**config.mk**
```make
export PLATFORM = sky130hd
export DESIGN_NAME = json_array_element_scanner
export DESIGN_NICKNAME = d
export VERILOG_FILES = /design/src/hw/rtl/jaes_pkg.sv /design/src/hw/rtl/jaes_core.sv /design/src/hw/rtl/json_array_element_scanner.sv
export VERILOG_INCLUDE_DIRS = /design/src /design/src/hw/rtl
export SDC_FILE = /design/constraint.sdc
export NUM_CORES = 1
export LEC_CHECK = 0
export BUFFER_PORTS_ARGS = -buffer_cell sky130_fd_sc_hd__buf_2
export CORE_MARGIN = 3
export CORE_UTILIZATION = 30
export DETAILED_ROUTE_END_ITERATION = 6
export HOLD_SLACK_MARGIN = 0.05
export RECOVER_POWER = 25
export SLEW_MARGIN = 20
export SYNTH_ARGS = -nofsm -noshare
export SYNTH_HDL_FRONTEND = slang
export SYNTH_HIERARCHICAL = 1
export SYNTH_SLANG_ARGS = --single-unit
```
**constraint.sdc**
```tcl
create_clock -name clk -period 4.3 [get_ports clk]
set_input_delay 0.86 -clock clk [delete_from_list [all_inputs] [get_ports clk]]
set_output_delay 0.86 -clock clk [all_outputs]
set_load 0.03 [all_outputs]
```
**src/hw/rtl/json_array_element_scanner_defines.svh**
```systemverilog
// Assertion macros for the JSON array element scanner.
`ifndef JSON_ARRAY_ELEMENT_SCANNER_DEFINES_SVH
`define JSON_ARRAY_ELEMENT_SCANNER_DEFINES_SVH

`ifndef ASSERT_OFF
// Same-cycle implication, disabled during reset.
`define JAES_ASSERT_IMPL(label, clk, rst_n, ante, cons, msg) \
  label: assert property (@(posedge clk) disable iff (!rst_n) (ante) |-> (cons)) \
    else $error(msg);
// Next-cycle implication, disabled during reset.
`define JAES_ASSERT_NEXT(label, clk, rst_n, ante, cons, msg) \
  label: assert property (@(posedge clk) disable iff (!rst_n) (ante) |=> (cons)) \
    else $error(msg);
`else
`define JAES_ASSERT_IMPL(label, clk, rst_n, ante, cons, msg)
`define JAES_ASSERT_NEXT(label, clk, rst_n, ante, cons, msg)
`endif

`endif

```
**src/hw/rtl/jaes_pkg.sv**
```systemverilog
// Shared types, character codes and status codes of the JSON array element scanner.
package jaes_pkg;

  // Default parameter values
  localparam int unsigned      DEF_MAX_DEPTH    = 255;
  localparam longint unsigned  DEF_MAX_ELEMENTS = 65535;

  // Hard limit of the depth counters
  localparam int unsigned DEPTH_LIMIT = 255;

  // Field widths
  localparam int BYTE_W   = 8;
  localparam int STATUS_W = 3;
  localparam int COUNT_W  = 16;
  localparam int BRKT_W   = 8;
  localparam int BRACE_W  = 9;

  // Character codes
  localparam logic [BYTE_W-1:0] CH_NUL    = 8'h00;
  localparam logic [BYTE_W-1:0] CH_QUOTE  = 8'h22;
  localparam logic [BYTE_W-1:0] CH_BSLASH = 8'h5C;
  localparam logic [BYTE_W-1:0] CH_LBRACE = 8'h7B;
  localparam logic [BYTE_W-1:0] CH_RBRACE = 8'h7D;
  localparam logic [BYTE_W-1:0] CH_LBRKT  = 8'h5B;
  localparam logic [BYTE_W-1:0] CH_RBRKT  = 8'h5D;
  localparam logic [BYTE_W-1:0] CH_COMMA  = 8'h2C;
  localparam logic [BYTE_W-1:0] CH_SPACE  = 8'h20;
  localparam logic [BYTE_W-1:0] CH_TAB    = 8'h09;
  localparam logic [BYTE_W-1:0] CH_CR     = 8'h0D;

  // Status codes
  localparam logic [STATUS_W-1:0] ST_SCAN    = 3'd0;
  localparam logic [STATUS_W-1:0] ST_END     = 3'd1;
  localparam logic [STATUS_W-1:0] ST_UNTERM  = 3'd2;
  localparam logic [STATUS_W-1:0] ST_TRAIL   = 3'd3;
  localparam logic [STATUS_W-1:0] ST_IGNORED = 3'd4;

  // One result item
  typedef struct packed {
    logic                new_element;
    logic [STATUS_W-1:0] status;
    logic [COUNT_W-1:0]  element_count;
  } jaes_result_t;

  // Space, tab, LF, VT, FF, CR
  function automatic logic is_space(input logic [BYTE_W-1:0] b);
    is_space = (b == CH_SPACE) || ((b >= CH_TAB) && (b <= CH_CR));
  endfunction

endpackage

```
**src/hw/rtl/jaes_core.sv**
```systemverilog
// Scan state registers and the per-byte update of the JSON array element scanner.
module jaes_core #(
  parameter int unsigned     MAX_DEPTH    = jaes_pkg::DEF_MAX_DEPTH,
  parameter longint unsigned MAX_ELEMENTS = jaes_pkg::DEF_MAX_ELEMENTS
) (
  input  logic                            clk,
  input  logic                            rst_n,
  input  logic                            step_en,
  input  logic [jaes_pkg::BYTE_W-1:0]     text_byte,
  input  logic                            scan_start,
  output jaes_pkg::jaes_result_t          res
);
  import jaes_pkg::*;

  localparam int CNT_W = $clog2(MAX_ELEMENTS + 64'd1);
  localparam logic [CNT_W-1:0] CNT_MAX = CNT_W'(MAX_ELEMENTS);
  localparam logic [CNT_W-1:0] CNT_ONE = CNT_W'(1);
  localparam int unsigned DEPTH_CAP_I = (MAX_DEPTH < DEPTH_LIMIT) ? MAX_DEPTH : DEPTH_LIMIT;
  localparam logic [BRKT_W-1:0]         BRKT_CAP  = BRKT_W'(DEPTH_CAP_I);
  localparam logic signed [BRACE_W-1:0] BRACE_CAP = BRACE_W'(DEPTH_CAP_I);

  logic                      in_quotes_r, in_quotes_nxt;
  logic                      esc_r, esc_nxt;
  logic [BRKT_W-1:0]         brkt_r, brkt_nxt;
  logic signed [BRACE_W-1:0] brace_r, brace_nxt;
  logic                      after_comma_r, after_comma_nxt;
  logic [CNT_W-1:0]          count_r, count_nxt;
  logic                      finished_r, finished_nxt;

  // State as seen by this byte (start clears it first and sets the count to one)
  logic                      cur_quotes, cur_esc, cur_comma, cur_fin;
  logic [BRKT_W-1:0]         cur_brkt;
  logic signed [BRACE_W-1:0] cur_brace;
  logic [CNT_W-1:0]          cur_count;
  logic                      newel;
  logic [STATUS_W-1:0]       status;

  always_comb begin
    cur_quotes = scan_start ? 1'b0 : in_quotes_r;
    cur_esc    = scan_start ? 1'b0 : esc_r;
    cur_comma  = scan_start ? 1'b0 : after_comma_r;
    cur_fin    = scan_start ? 1'b0 : finished_r;
    cur_brkt   = scan_start ? '0 : brkt_r;
    cur_brace  = scan_start ? '0 : brace_r;
    cur_count  = scan_start ? CNT_ONE : count_r;

    in_quotes_nxt   = cur_quotes;
    esc_nxt         = cur_esc;
    brkt_nxt        = cur_brkt;
    brace_nxt       = cur_brace;
    after_comma_nxt = cur_comma;
    count_nxt       = cur_count;
    finished_nxt    = cur_fin;
    newel           = 1'b0;
    status          = ST_SCAN;

    priority if (cur_fin) begin
      status = ST_IGNORED;
    end else if (cur_comma && (text_byte == CH_NUL)) begin
      status       = ST_TRAIL;
      finished_nxt = 1'b1;
    end else if (cur_comma && is_space(text_byte)) begin
      status = ST_SCAN;
    end else if (text_byte == CH_NUL) begin
      status       = ST_UNTERM;
      finished_nxt = 1'b1;
    end else begin
      // First non-space byte after a top-level comma opens an element
      if (cur_comma) begin
        after_comma_nxt = 1'b0;
        newel           = 1'b1;
        if (cur_count < CNT_MAX) begin
          count_nxt = cur_count + CNT_ONE;
        end
      end
      esc_nxt = 1'b0;
      // Quote, escape and nesting
      priority if ((text_byte == CH_QUOTE) && !cur_esc) begin
        in_quotes_nxt = !cur_quotes;
      end else if ((text_byte == CH_BSLASH) && !cur_esc) begin
        esc_nxt = 1'b1;
      end else if (!cur_quotes) begin
        priority if ((text_byte == CH_LBRACE) && !cur_esc) begin
          if (cur_brace < BRACE_CAP) begin
            brace_nxt = cur_brace + 9'sd1;
          end
        end else if ((text_byte == CH_RBRACE) && !cur_esc) begin
          if (cur_brace > -BRACE_CAP) begin
            brace_nxt = cur_brace - 9'sd1;
          end
        end else if (text_byte == CH_LBRKT) begin
          if (cur_brkt < BRKT_CAP) begin
            brkt_nxt = cur_brkt + 8'd1;
          end
        end else if (text_byte == CH_RBRKT) begin
          if (cur_brkt != '0) begin
            brkt_nxt = cur_brkt - 8'd1;
          end else begin
            status       = ST_END;
            finished_nxt = 1'b1;
          end
        end else if ((text_byte == CH_COMMA) && (cur_brkt == '0) && (cur_brace == '0)) begin
          after_comma_nxt = 1'b1;
        end else begin
          after_comma_nxt = after_comma_nxt;
        end
      end else begin
        esc_nxt = 1'b0;
      end
    end
  end

  // State registers
  always_ff @(posedge clk) begin
    if (!rst_n) begin
      in_quotes_r   <= 1'b0;
      esc_r         <= 1'b0;
      brkt_r        <= '0;
      brace_r       <= '0;
      after_comma_r <= 1'b0;
      count_r       <= CNT_ONE;
      finished_r    <= 1'b1;
    end else if (step_en) begin
      in_quotes_r   <= in_quotes_nxt;
      esc_r         <= esc_nxt;
      brkt_r        <= brkt_nxt;
      brace_r       <= brace_nxt;
      after_comma_r <= after_comma_nxt;
      count_r       <= count_nxt;
      finished_r    <= finished_nxt;
    end
  end

  assign res.new_element   = newel;
  assign res.status        = status;
  assign res.element_count = COUNT_W'(count_nxt);

endmodule

```
**src/hw/rtl/json_array_element_scanner.sv**
```systemverilog
// JSON array element scanner with an input register and a result register.
// Path: input register, per-byte state update, then the result register that drives out_.
// Throughput: one byte per cycle while out_stall does not hold a full result register.
// A stalled result holds the input register; one more byte is taken while a result waits.
// Reset (rst_n low, synchronous): pipeline empty, scan state cleared, count one, and the
// scanner idle (status 4) until a byte arrives with scan_start set.
module json_array_element_scanner #(
  parameter int unsigned     MAX_DEPTH    = jaes_pkg::DEF_MAX_DEPTH,
  parameter longint unsigned MAX_ELEMENTS = jaes_pkg::DEF_MAX_ELEMENTS
) (
  input  logic                              clk,
  input  logic                              rst_n,
  input  logic                              in_valid,
  output logic                              in_stall,
  input  logic [jaes_pkg::BYTE_W-1:0]       in_text_byte,
  input  logic                              in_scan_start,
  output logic                              out_valid,
  input  logic                              out_stall,
  output logic                              out_new_element,
  output logic [jaes_pkg::STATUS_W-1:0]     out_status,
  output logic [jaes_pkg::COUNT_W-1:0]      out_element_count
);
  import jaes_pkg::*;
  `include "json_array_element_scanner_defines.svh"

  logic              s1_valid_r;
  logic [BYTE_W-1:0] s1_byte_r;
  logic              s1_start_r;
  logic              out_valid_r, out_valid_nxt;
  jaes_result_t      out_r;
  jaes_result_t      res;
  logic              out_free;
  logic              adv;

  // Handshake: a byte moves on when the result register is free
  assign out_free = !out_valid_r || !out_stall;
  assign adv      = s1_valid_r && out_free;
  assign in_stall = s1_valid_r && !out_free;

  // Input register
  always_ff @(posedge clk) begin
    if (!rst_n) begin
      s1_valid_r <= 1'b0;
    end else if (!in_stall) begin
      s1_valid_r <= in_valid;
    end
  end

  always_ff @(posedge clk) begin
    if (!in_stall) begin
      s1_byte_r  <= in_text_byte;
      s1_start_r <= in_scan_start;
    end
  end

  jaes_core #(
    .MAX_DEPTH    (MAX_DEPTH),
    .MAX_ELEMENTS (MAX_ELEMENTS)
  ) u_core (
    .clk        (clk),
    .rst_n      (rst_n),
    .step_en    (adv),
    .text_byte  (s1_byte_r),
    .scan_start (s1_start_r),
    .res        (res)
  );

  // Result register
  always_comb begin
    if (adv) begin
      out_valid_nxt = 1'b1;
    end else if (out_free) begin
      out_valid_nxt = 1'b0;
    end else begin
      out_valid_nxt = out_valid_r;
    end
  end

  always_ff @(posedge clk) begin
    if (!rst_n) begin
      out_valid_r <= 1'b0;
    end else begin
      out_valid_r <= out_valid_nxt;
    end
  end

  always_ff @(posedge clk) begin
    if (adv) begin
      out_r <= res;
    end
  end

  assign out_valid         = out_valid_r;
  assign out_new_element   = out_r.new_element;
  assign out_status        = out_r.status;
  assign out_element_count = out_r.element_count;

  // Checks
  `JAES_ASSERT_IMPL(a_stall_only_when_full, clk, rst_n, in_stall, s1_valid_r, "stall with empty input register")
  `JAES_ASSERT_IMPL(a_no_elem_when_idle, clk, rst_n, adv && (res.status == ST_IGNORED), !res.new_element, "new element while idle")
  `JAES_ASSERT_NEXT(a_out_refill, clk, rst_n, out_valid_r && !out_stall, out_valid_r == $past(adv), "result register refill mismatch")

endmodule

```
---- After elaboration in Yosys (flattened, before gate mapping) ----
Cells that the tools add are included.
operators by class
  equal/unequal tests ..................... 8
  order comparisons ....................... 6
  add/subtract/negate cells ............... 5
  reduce and logical (&&, ||, !) cells .... 24
  multiplexer cells ....................... 86
operator list
  kind                                                                   number
  16-bit 2-to-1 mux                                                      7
  8-bit 2-to-1 mux                                                       14
  9-bit 2-to-1 mux                                                       12
  1-bit 2-to-1 mux                                                       43
  8-bit by 7-bit == test with 1-bit output, second input constant        5
  3-bit 2-to-1 mux                                                       10
  8-bit by 6-bit == test with 1-bit output, second input constant        3
  16-bit by 1-bit adder with 16-bit output, second input constant        1
  8-bit logical NOT                                                      2
  16-bit < comparator, second input constant                             1
  1-bit logical AND                                                      11
  9-bit by 2-bit adder with 9-bit output, second input constant          1
  9-bit greater-than comparator, second input constant                   1
  9-bit logical NOT                                                      1
  9-bit < comparator, second input constant                              1
  9-bit by 2-bit subtractor with 9-bit output, second input constant     1
  8-bit by 1-bit adder with 8-bit output, second input constant          1
  8-bit by 4-bit >= comparator with 1-bit output, second input constant  1
  8-bit by 4-bit <= comparator with 1-bit output, second input constant  1
  8-bit < comparator, second input constant                              1
  8-bit nonzero test                                                     1
  8-bit by 1-bit subtractor with 8-bit output, second input constant     1
  1-bit logical NOT                                                      5
  4-bit OR reduction                                                     1
  other kinds (2)                                                        3
storage, ports and cells
  output and inout bits ................... 22
  logic and storage cells ................. 143
  input bits .............................. 13
  register bits ........................... 68

---- Depth between registers and ports, before layout ----
Gate-level depths: netlist (run 1).
  word-level depth ........................ 16
  mapped depth ............................ 16
  depth with buffers taken out ............ 10

---- Modules after synthesis ----
Netlist (run 1), hierarchy kept.
by module, submodules not included
  module                      seq. area each (sq um)  cells each  area an instance (sq um)  times used
  jaes_core                   740.7                   497         3,569.7                   1
  json_array_element_scanner  910.9                   37          950.9                     1

---- Worst setup path before layout (run 1) ----
OpenSTA, ideal clock, no wires.
  path type ............................... in2reg
  start point ............................. input out_stall
  end point ............................... register u_core.brace_r[4]
  setup time .............................. 115 ps
  arrival time ............................ 3,944 ps
  cell stages on the path ................. 7
  path slack .............................. 241 ps
  required time ........................... 4,185 ps
  buffers on the path ..................... 2
  path through ............................ a21boi_0 -> clkbuf_1 -> and2_1 -> clkbuf_1 -> nand4_1 -> o311a_1 -> o21a_1
between the ends
  longest elaborated chain between the ends .. 3
ends and longest elaborated chain
  item                    line                              source
  start: declaration      json_array_element_scanner.sv:18  input logic out_stall,
  1-bit logical NOT       json_array_element_scanner.sv:36  assign out_free = !out_valid_r || !out_stall;
  1-bit logical OR        json_array_element_scanner.sv:36
  1-bit logical AND       json_array_element_scanner.sv:37  assign adv = s1_valid_r && out_free;
  end signal: assignment  jaes_core.sv:127                  brace_r <= brace_nxt;
  end: declaration        jaes_core.sv:25                   logic signed [BRACE_W-1:0] brace_r, brace_nxt;
No other way between the ends.
A chain may end at the register's enable or synchronous reset.

==> impl_metrics.py, run 1 <==
metrics = {
    "status": {
        "status": "complete, no violations",
    },
    "clock_tree": {
        "cts_resized": 0,
        "cts.sinks": 68,
        "cts-root-buf": "clkbuf_16",
        "postCtsSetupBuffers": 0,
        "cts_buffers": 9,
        "insertion_delay_ns": 0.34,
        "clockBufferDepth": 2,
        "cts_hold_buf": 0,
        "cts_tree": "done",
        "h-tree-depth": 3,
        "clkSlewWorstSetupHoldPaths_ns": 0.06,
    },
    "sta": {
        "timing.final.crit_share": 0.7261,
        "relSlewSlack": 0.2794,
        "hold_viol": 0,
        "finalClockSkew_ns": 0.004299,
        "report.final.setup_viol": 0,
        "max_freq_mhz": 320.3,
        "setup_slack_ns": 1.178,
        "fin_crit_ns": 3.122,
        "slew_violations": 0,
        "setup_tns_ns": 0,
        "worstMarginPinSlew_ns": 1.081,
        "rsz0062_at_grt": "no",
    },
    "pwr": {
        "switchingPower_mw": 0.3775,
        "intPower_mw": 1.283,
        "seqPwrFrac": 0.421,
        "pwr-share-clk": 0.514,
        "ir_drop_uv": 180.4,
        "leakage_nw": 1.705,
        "p_per_area_nw_per_um2": 324.3,
        "switching_share": 0.2273,
        "power.share.combinational": 0.065,
    },
    "routing": {
        "drt-total-wl_mm": 12.22,
        "antenna_left": 0,
        "vias_per_cell": 5.891,
        "wire_per_inst_um": 16.60,
        "drc": 0,
        "vias": 4336,
        "drt_iter0_markers": 335,
        "firstDrtPassIters": 5,
    },
    "die": {
        "die_area_um2": 16580,
        "die_h_um": 128.8,
        "io_pins": 35,
        "die_w_um": 128.8,
        "core_um2": 14640,
        "rows": 44,
        "initial_core_util": 0.3087,
    },
    "placement": {
        "gp_congestion": 0.9231,
        "place_area_um2": 4802,
        "pre_cts_slack_ns": 1.196,
        "dpl.hpwl_mm": 8.475,
        "portBuffers": 34,
    },
    "synthesis": {
        "synthTopCellsByArea": "edfxtp_1 19%, dfxtp_1 17%, a21oi_1 4.1%",
        "synthesis.nets": 554,
        "yosysMostFrequentCell": "nand2_1",
        "synthCells": 534,
        "synthDistinctLibCells": 76,
        "synth-async-reset-ratio": 0,
        "yosysSeqAreaShare": 0.3653,
        "synth_area_per_cell_um2": 8.466,
        "synth_area_um2": 4521,
        "synth-edff-count": 29,
        "ys.flop_type": "dfxtp_1",
        "synth_top_area_cell": "edfxtp_1",
        "ys_seq_elements": 68,
        "yosys.area.top_type_share": 0.1926,
        "ys.warnings.count": 6,
        "ys_top_cells_by_count": "46 x nand2_1, 39 x dfxtp_1, 37 x a21oi_1",
    },
    "layout": {
        "design_area_um2": 5121,
        "drive_above_1_share": 0.1214,
        "diodes": 0,
        "seqCellArea_um2": 1652,
        "multi_input_area_um2": 2640,
        "fin_nets": 567,
        "fillers": 1509,
        "syn2layout_area_growth_pct": 13.29,
    },
    "worst_setup_path": {
        "cp-start-kind": "flip-flop",
        "arrival_ns": 3.21,
        "cp-end-kind": "flip-flop",
        "cp_max_fo": 54,
        "rrSetupSlack_ns": 1.18,
        "path_class": "flip-flop to flip-flop",
        "worstPathRequired_ns": 4.39,
    },
    "grt": {
        "antenna_found_initial": 0,
        "grt_start_max_net_pins": 55,
        "grt.overflow.total": 0,
        "grt_pass1_vias": 4062,
        "track_usage": 0.1496,
        "grt_pass1_wl_mm": 20.29,
    },
    "hold_path": {
        "hold_path_class": "flip-flop to flip-flop",
    },
    "flow_run": {
        "cap_violations": 0,
    },
}
[cells by family (layout without fill, tap and decap cells)]
family / Yosys count / in the layout / share of synthesized area
AOI/OAI and AO/OA: 149 / 149 / 0.2231
xor gates and xnor gates: 8 / 8 / 0.01550
adders and majority gates: 7 / 7 / 0.01937
buffers and inverters: 52 / 70 / 0.04954
DFF: 68 / 68 / 0.3653
muxes: 7 / 7 / 0.01716
and+or+nand+nor: 243 / 243 / 0.3100
[per-layer routing]
metal / vias up / wire length, µm / GRT usage / part of all wire
met5: - / 0 / 0 / 0
met4: 0 / 189 / 0.05744 / 0.015
met3: 18 / 613 / 0.03321 / 0.050
met2: 157 / 5988 / 0.2521 / 0.49
met1: 2078 / 5426 / 0.1863 / 0.44
li1: 2083 / - / - / -
[layout by cell type (no fill, tap or decap), drive strengths merged, types with 9 or more instances in the layout]
cell type / instances
nand2: 46
dfxtp: 39
a21oi: 39
nor2: 36
buf: 35
edfxtp: 29
o21ai: 26
nand3: 18
nand4: 17
nand2b: 16
o211ai: 15
inv: 15
clkbuf: 14
a31oi: 13
nor2b: 13
or3: 12
nor3: 12
nor4: 12
or4: 10
and2: 10
and3: 9
[worst paths after layout]
path / start / end / depth (start not counted)
max: s1_start_r$_DFFE_PN_ / out_element_count[15]$_DFFE_PP_ / 9
min: u_core/esc_r$_SDFFE_PN0P_ / u_core/esc_r$_SDFFE_PN0P_ / 2
max reg2reg: s1_start_r$_DFFE_PN_ / out_element_count[15]$_DFFE_PP_ / 9
min reg2reg: u_core/esc_r$_SDFFE_PN0P_ / u_core/esc_r$_SDFFE_PN0P_ / 2
[state kept, by name (all words and copies together), names as in the netlist, 3 cells and up]
signal             flops
out_element_count     16
out_status             3
s1_byte_r              8
u_core/brace_r         9
u_core/brkt_r          8
u_core/count_r        16
[power by group through the flow]
| stage | logic [mW] | registers (mW) | clock network [mW] |
|---|---|---|---|
| after floorplan | 0.0648 | 0.723 | 0 |
| after CTS | 0.108 | 0.699 | 0.873 |
| final | 0.107 | 0.699 | 0.854 |
| after detailed placement | 0.109 | 0.713 | 0 |
| after global placement | 0.107 | 0.713 | 0 |
| after global routing | 0.116 | 0.701 | 0.906 |
[stage by stage]
| stage | util | total power [mW] | cells | hold WS [ns] |
|---|---|---|---|---|
| 5_1_grt | 0.3497 | 1.724 | 736 | 0.5564 |
| 6_report | 0.3497 | 1.661 | 736 | 0.5077 |
| 2_1_floorplan | - | 0.7875 | 534 | 0.4500 |
| 4_1_cts | 0.3512 | 1.680 | 736 | 0.4976 |
| 3_5_place_dp | 0.3279 | 0.8219 | 720 | 0.4868 |
| 3_3_place_gp | 0.3279 | 0.8197 | 720 | 0.4716 |
[critical path, cell delays in order, from the launching register on]
cell      delay, ns
edfxtp_1       0.33
buf_4          0.46
nor2_1         0.09
ha_1           0.27
nand4b_1       0.17
nor4_1         0.06
or4_1          0.66
nor4_4         0.44
a21oi_2        0.11
mux2_4         0.27
[layout make-up]
| cell class | instances | area share |
|---|---|---|
| repair buffers | 39 | 0.03958 |
| well taps | 184 | 0.04495 |
| clock inverters | 6 | 0.02174 |
| multi-input cells | 414 | 0.5155 |
| inverters | 15 | 0.01099 |
| flip-flops and latches | 68 | 0.3225 |
| clock buffers | 10 | 0.04471 |
Power figures use the tool's default switching activity.
==> run 2, diff against run 1 <==
clock period = 3.1 ns   (was 4.3 ns; I/O delays follow)
==> run 2 against run 1 <==
Register-to-register slack got worse by 0.87 ns. Power increased by 45%. Clock power increased by 49%. First-iteration DRC count is 43% higher. Largest cell class unchanged.
==> impl_metrics.py, run 2 (synthesis gave the netlist of run 1 again) <==
metrics = {
    "clock_tree": {
        "insertion_delay_ns": 0.33,
        "postCtsSetupBuffers": 0,
        "clockBufferDepth": 2,
        "cts_tree": "done",
        "h-tree-depth": 3,
        "cts.sinks": 68,
        "cts_buffers": 9,
        "clkSlewWorstSetupHoldPaths_ns": 0.06,
        "cts-root-buf": "clkbuf_16",
        "cts_hold_buf": 0,
        "cts_resized": 0,
    },
    "worst_setup_path": {
        "crit_path_cell_trace": "buf_12, and4b_2, nand3_2, or4_1, nor4_4, a21oi_2, mux2_4",
        "cp-start-kind": "flip-flop",
        "path_class": "flip-flop to flip-flop",
        "slowest_stage": "or4_1",
        "worstPathRequired_ns": 3.19,
        "slowest_delay_ns": 0.67,
        "arrival_ns": 2.88,
        "cp_max_fo": 51,
        "cp-end-kind": "flip-flop",
    },
    "flow_run": {
        "cap_violations": 0,
    },
    "layout": {
        "syn2layout_area_growth_pct": 16.11,
        "diodes": 0,
        "layout_commonest_cell": "nand2_1",
        "fin_nets": 578,
        "drive_above_1_share": 0.1332,
        "fillers": 1517,
        "layout_common_cells": "46 x nand2_1, 39 x dfxtp_1, 37 x a21oi_1",
        "finalNonFillerCells": 747,
    },
    "sta": {
        "timing.final.crit_share": 0.9014,
        "setup_tns_ns": 0,
        "setup_slack_ns": 0.3056,
        "relSlewSlack": 0.3019,
        "hold_ws_ns": 0.4579,
        "slew_violations": 0,
        "max_freq_mhz": 357.9,
        "fin_crit_ns": 2.794,
        "worstMarginPinSlew_ns": 1.047,
        "hold_viol": 0,
        "report.final.setup_viol": 0,
        "finalClockSkew_ns": 0.007776,
        "rsz0062_at_grt": "no",
    },
    "pwr": {
        "seqPwrFrac": 0.405,
        "ir_drop_uv": 251.0,
        "pwr-share-clk": 0.530,
        "power.share.combinational": 0.066,
        "switching_share": 0.2206,
        "switchingPower_mw": 0.5295,
        "power.total_mw": 2.401,
        "intPower_mw": 1.871,
        "p_per_area_nw_per_um2": 457.3,
        "leakage_nw": 1.762,
    },
    "die": {
        "die_area_um2": 16580,
        "die_w_um": 128.8,
        "rows": 44,
        "io_pins": 35,
        "initial_core_util": 0.3087,
        "die_h_um": 128.8,
        "core_um2": 14640,
    },
    "routing": {
        "antenna_left": 0,
        "drt_iter0_markers": 478,
        "firstDrtPassIters": 5,
        "drc": 0,
        "drt-total-wl_mm": 12.48,
        "vias": 4463,
        "vias_per_cell": 5.975,
        "wire_per_inst_um": 16.70,
    },
    "placement": {
        "gp_congestion": 0.9330,
        "dp.cells": 731,
        "dpl.hpwl_mm": 8.940,
        "pre_cts_slack_ns": 0.3471,
        "portBuffers": 34,
    },
    "grt": {
        "grt_start_max_net_pins": 52,
        "grt_pass1_vias": 4302,
        "grt_pass1_wl_mm": 20.85,
        "grt.overflow.total": 0,
        "track_usage": 0.1544,
        "antenna_found_initial": 0,
    },
    "status": {
        "status": "complete, no violations",
    },
    "hold_path": {
        "hold_path_class": "input pin to flip-flop",
    },
}
## run 2: per-stage QoR
stage / instance area [µm²] / utilization
floorplan: 4562 / -
global placement: 4912 / 0.3354
detailed placement: 4912 / 0.3354
CTS: 5278 / 0.3604
global route: 5249 / 0.3584
finish: 5249 / 0.3584
## run 2: power groups by stage
stage / logic (mW) / registers, mW / clock network [mW]
floorplan: 0.0931 / 1.00 / 0
global placement: 0.159 / 0.991 / 0
global route: 0.172 / 0.974 / 1.34
detailed placement: 0.161 / 0.991 / 0
finish: 0.158 / 0.971 / 1.27
CTS: 0.161 / 0.972 / 1.31
## run 2: final timing paths
kind / startpoint / end / slack [ns] / depth (start not counted)
setup / recovery: s1_start_r$_DFFE_PN_ / out_element_count[15]$_DFFE_PP_ / 0.31 / 7
hold / removal: in_text_byte[4] / s1_byte_r[4]$_DFFE_PN_ / 0.46 / 1
setup reg to reg: s1_start_r$_DFFE_PN_ / out_element_count[15]$_DFFE_PP_ / 0.31 / 7
hold reg to reg: u_core/esc_r$_SDFFE_PN0P_ / u_core/esc_r$_SDFFE_PN0P_ / 0.49 / 2
## run 2: layout make-up
cell class              count  area [µm²]  share of cell area
multi-input cells         414        2655              0.5058
flip-flops and latches     68        1652              0.3147
repair buffers             50       290.3             0.05530
well taps                 184       230.2             0.04386
clock buffers              10       229.0             0.04362
clock inverters             6       136.4             0.02598
inverters                  15       56.30             0.01073
## run 2: worst max-delay path, delay by kind of cell (launching register included)
family	cells	cell delay (ns)
compound gates	1	0.11
buf+inv	1	0.24
simple gates	4	1.44
flops	1	0.49
mux	1	0.26
## run 2: per-layer routing
metal	share of wire	GRT usage	routed length, µm
met5	0	0	0
met2	0.48	0.2613	6004
met4	0.027	0.06177	337
met3	0.060	0.03653	745
met1	0.43	0.1890	5386
==> run 3, diff against run 2 <==
CORE_UTILIZATION = 50   (was 30)
PLACE_DENSITY = 0.66   (was default)
SLEW_MARGIN = 25   (was 20)
==> run 3 against run 2 <==
Cell count shrank 10%. Via count shrank 3.0%. Cell area shrank 5.1%. Core utilization grew 21 points. First-iteration DRC count shrank 42%. Largest cell class unchanged.
==> impl_metrics.py, run 3 (synthesis gave the netlist of run 1 again) <==
metrics = {
    "die": {
        "die_w_um": 101.1,
        "rows": 34,
        "die_h_um": 101.1,
        "io_pins": 35,
        "initial_core_util": 0.5158,
        "core_um2": 8763,
        "die_area_um2": 10220,
    },
    "routing": {
        "wl_met1_mm": 5.114,
        "wire_per_inst_um": 17.74,
        "vias_per_cell": 6.460,
        "drt_iter0_markers": 277,
        "firstDrtPassIters": 5,
        "antenna_left": 0,
        "wl_met2_mm": 5.825,
        "highest_layer": "met4",
        "drt-total-wl_mm": 11.89,
        "vias": 4328,
        "dr_wl_met3_um": 707,
        "drc": 0,
    },
    "pwr": {
        "leakage_nw": 1.688,
        "p_per_area_nw_per_um2": 377.8,
        "ir_drop_uv": 190.0,
    },
    "worst_setup_path": {
        "timing.critical_path.from": "s1_start_r$_DFFE_PN_",
        "arrival_ns": 3.07,
        "slowest_delay_ns": 0.51,
        "path_depth": 9,
        "cp-end-kind": "flip-flop",
        "crit_end": "u_core/brkt_r[5]$_SDFFE_PN0P_",
        "r2r_end": "u_core/brkt_r[5]$_SDFFE_PN0P_",
        "slowest_stage": "edfxtp_1",
        "r2r_start": "s1_start_r$_DFFE_PN_",
        "crit_path_cell_trace": "buf_4, nor2b_1, inv_1, ha_1, o211ai_1, nor3b_1, a41oi_1, a2111oi_0, mux2i_1",
        "worst-path-buf-inv": 2,
        "cp-start-kind": "flip-flop",
        "cp_top_family": "compound AO/OA/AOI/OAI gates",
        "r2r_cells": 9,
        "path_class": "flip-flop to flip-flop",
        "cp_max_fo": 26,
        "rrSetupSlack_ns": 0.31,
        "worstPathRequired_ns": 3.38,
    },
    "layout": {
        "fillers": 809,
        "fin_nets": 577,
        "diodes": 0,
        "design_area_um2": 4981,
        "layout_commonest_cell": "nand2_1",
        "syn2layout_area_growth_pct": 10.19,
        "drive_above_1_share": 0.1406,
        "layout_common_cells": "46 x nand2_1, 39 x dfxtp_1, 37 x a21oi_1",
    },
    "grt": {
        "grt.overflow.total": 0,
        "track_usage": 0.2402,
        "antenna_found_initial": 0,
        "grt_start_max_net_pins": 31,
        "grt_pass1_wl_mm": 19.78,
        "grt_pass1_vias": 3982,
    },
    "placement": {
        "dpl.hpwl_mm": 8.566,
        "gp_congestion": 0.9325,
        "place_area_um2": 4797,
        "pre_cts_slack_ns": 0.3610,
        "portBuffers": 34,
    },
    "sta": {
        "report.final.setup_viol": 0,
        "timing.final.crit_share": 0.8991,
        "setup_slack_ns": 0.3127,
        "fin_crit_ns": 2.787,
        "hold_viol": 0,
        "rsz0062_at_grt": "no",
        "setup_tns_ns": 0,
        "relSlewSlack": 0.1593,
        "worstMarginPinSlew_ns": 1.261,
        "max_freq_mhz": 358.8,
        "finalClockSkew_ns": 0.008366,
        "slew_violations": 0,
    },
    "clock_tree": {
        "insertion_delay_ns": 0.35,
        "h-tree-depth": 3,
        "clockBufferDepth": 2,
        "cts.sinks": 68,
        "clkSlewWorstSetupHoldPaths_ns": 0.09,
        "cts_resized": 0,
        "cts_buffers": 9,
        "cts_tree": "done",
        "cts-root-buf": "clkbuf_8",
        "cts_hold_buf": 0,
        "postCtsSetupBuffers": 0,
    },
    "status": {
        "status": "complete, no violations",
    },
    "flow_run": {
        "cap_violations": 0,
    },
    "hold_path": {
        "hold_path_class": "input pin to flip-flop",
    },
}
[run 3: per-layer routing]
layer,vias to the layer above,global-route usage
li1,2097,-
met1,2037,0.3055
met4,0,0.08793
met2,172,0.4110
met3,22,0.03529
met5,-,0
[run 3: area by class of cell]
cell class | instances | area (µm²) | share of cell area
multi-input cells | 414 | 2666 | 0.5353
flip-flops and latches | 68 | 1652 | 0.3316
repair buffers | 49 | 272.8 | 0.05476
well taps | 108 | 135.1 | 0.02713
clock buffers | 9 | 123.9 | 0.02487
clock inverters | 7 | 75.07 | 0.01507
inverters | 15 | 56.30 | 0.01130
[run 3: worst min path at each step]
stage / slack (ns) / to / cells past startpoint / from
2_1_floorplan: 0.45 / u_core/esc_r$_SDFFE_PN0P_ / 2 / u_core/esc_r$_SDFFE_PN0P_
3_3_place_gp: 0.47 / u_core/esc_r$_SDFFE_PN0P_ / 2 / u_core/esc_r$_SDFFE_PN0P_
3_5_place_dp: 0.48 / u_core/esc_r$_SDFFE_PN0P_ / 2 / u_core/esc_r$_SDFFE_PN0P_
4_1_cts: 0.43 / s1_byte_r[4]$_DFFE_PN_ / 1 / in_text_byte[4]
5_1_grt: 0.43 / s1_byte_r[6]$_DFFE_PN_ / 1 / in_text_byte[6]
6_report: 0.45 / s1_byte_r[2]$_DFFE_PN_ / 1 / in_text_byte[2]
[run 3: per-stage QoR]
stage                     total power, mW  hold WS [ns]  cells    util
after CTS                           1.903        0.4342    670  0.5701
after global placement              1.145        0.4695    654  0.5474
after detailed placement            1.146        0.4807    654  0.5474
after floorplan                     1.095        0.4500    534       -
final                               1.882        0.4495    670  0.5684
after global routing                1.948        0.4308    670  0.5684
[run 3: power by group]
group / leakage [nW] / internal (mW) / switching (mW)
combinational: 0.995 / 0.0467 / 0.108
sequential: 0.599 / 0.951 / 0.0189
clock: 0.0939 / 0.376 / 0.381
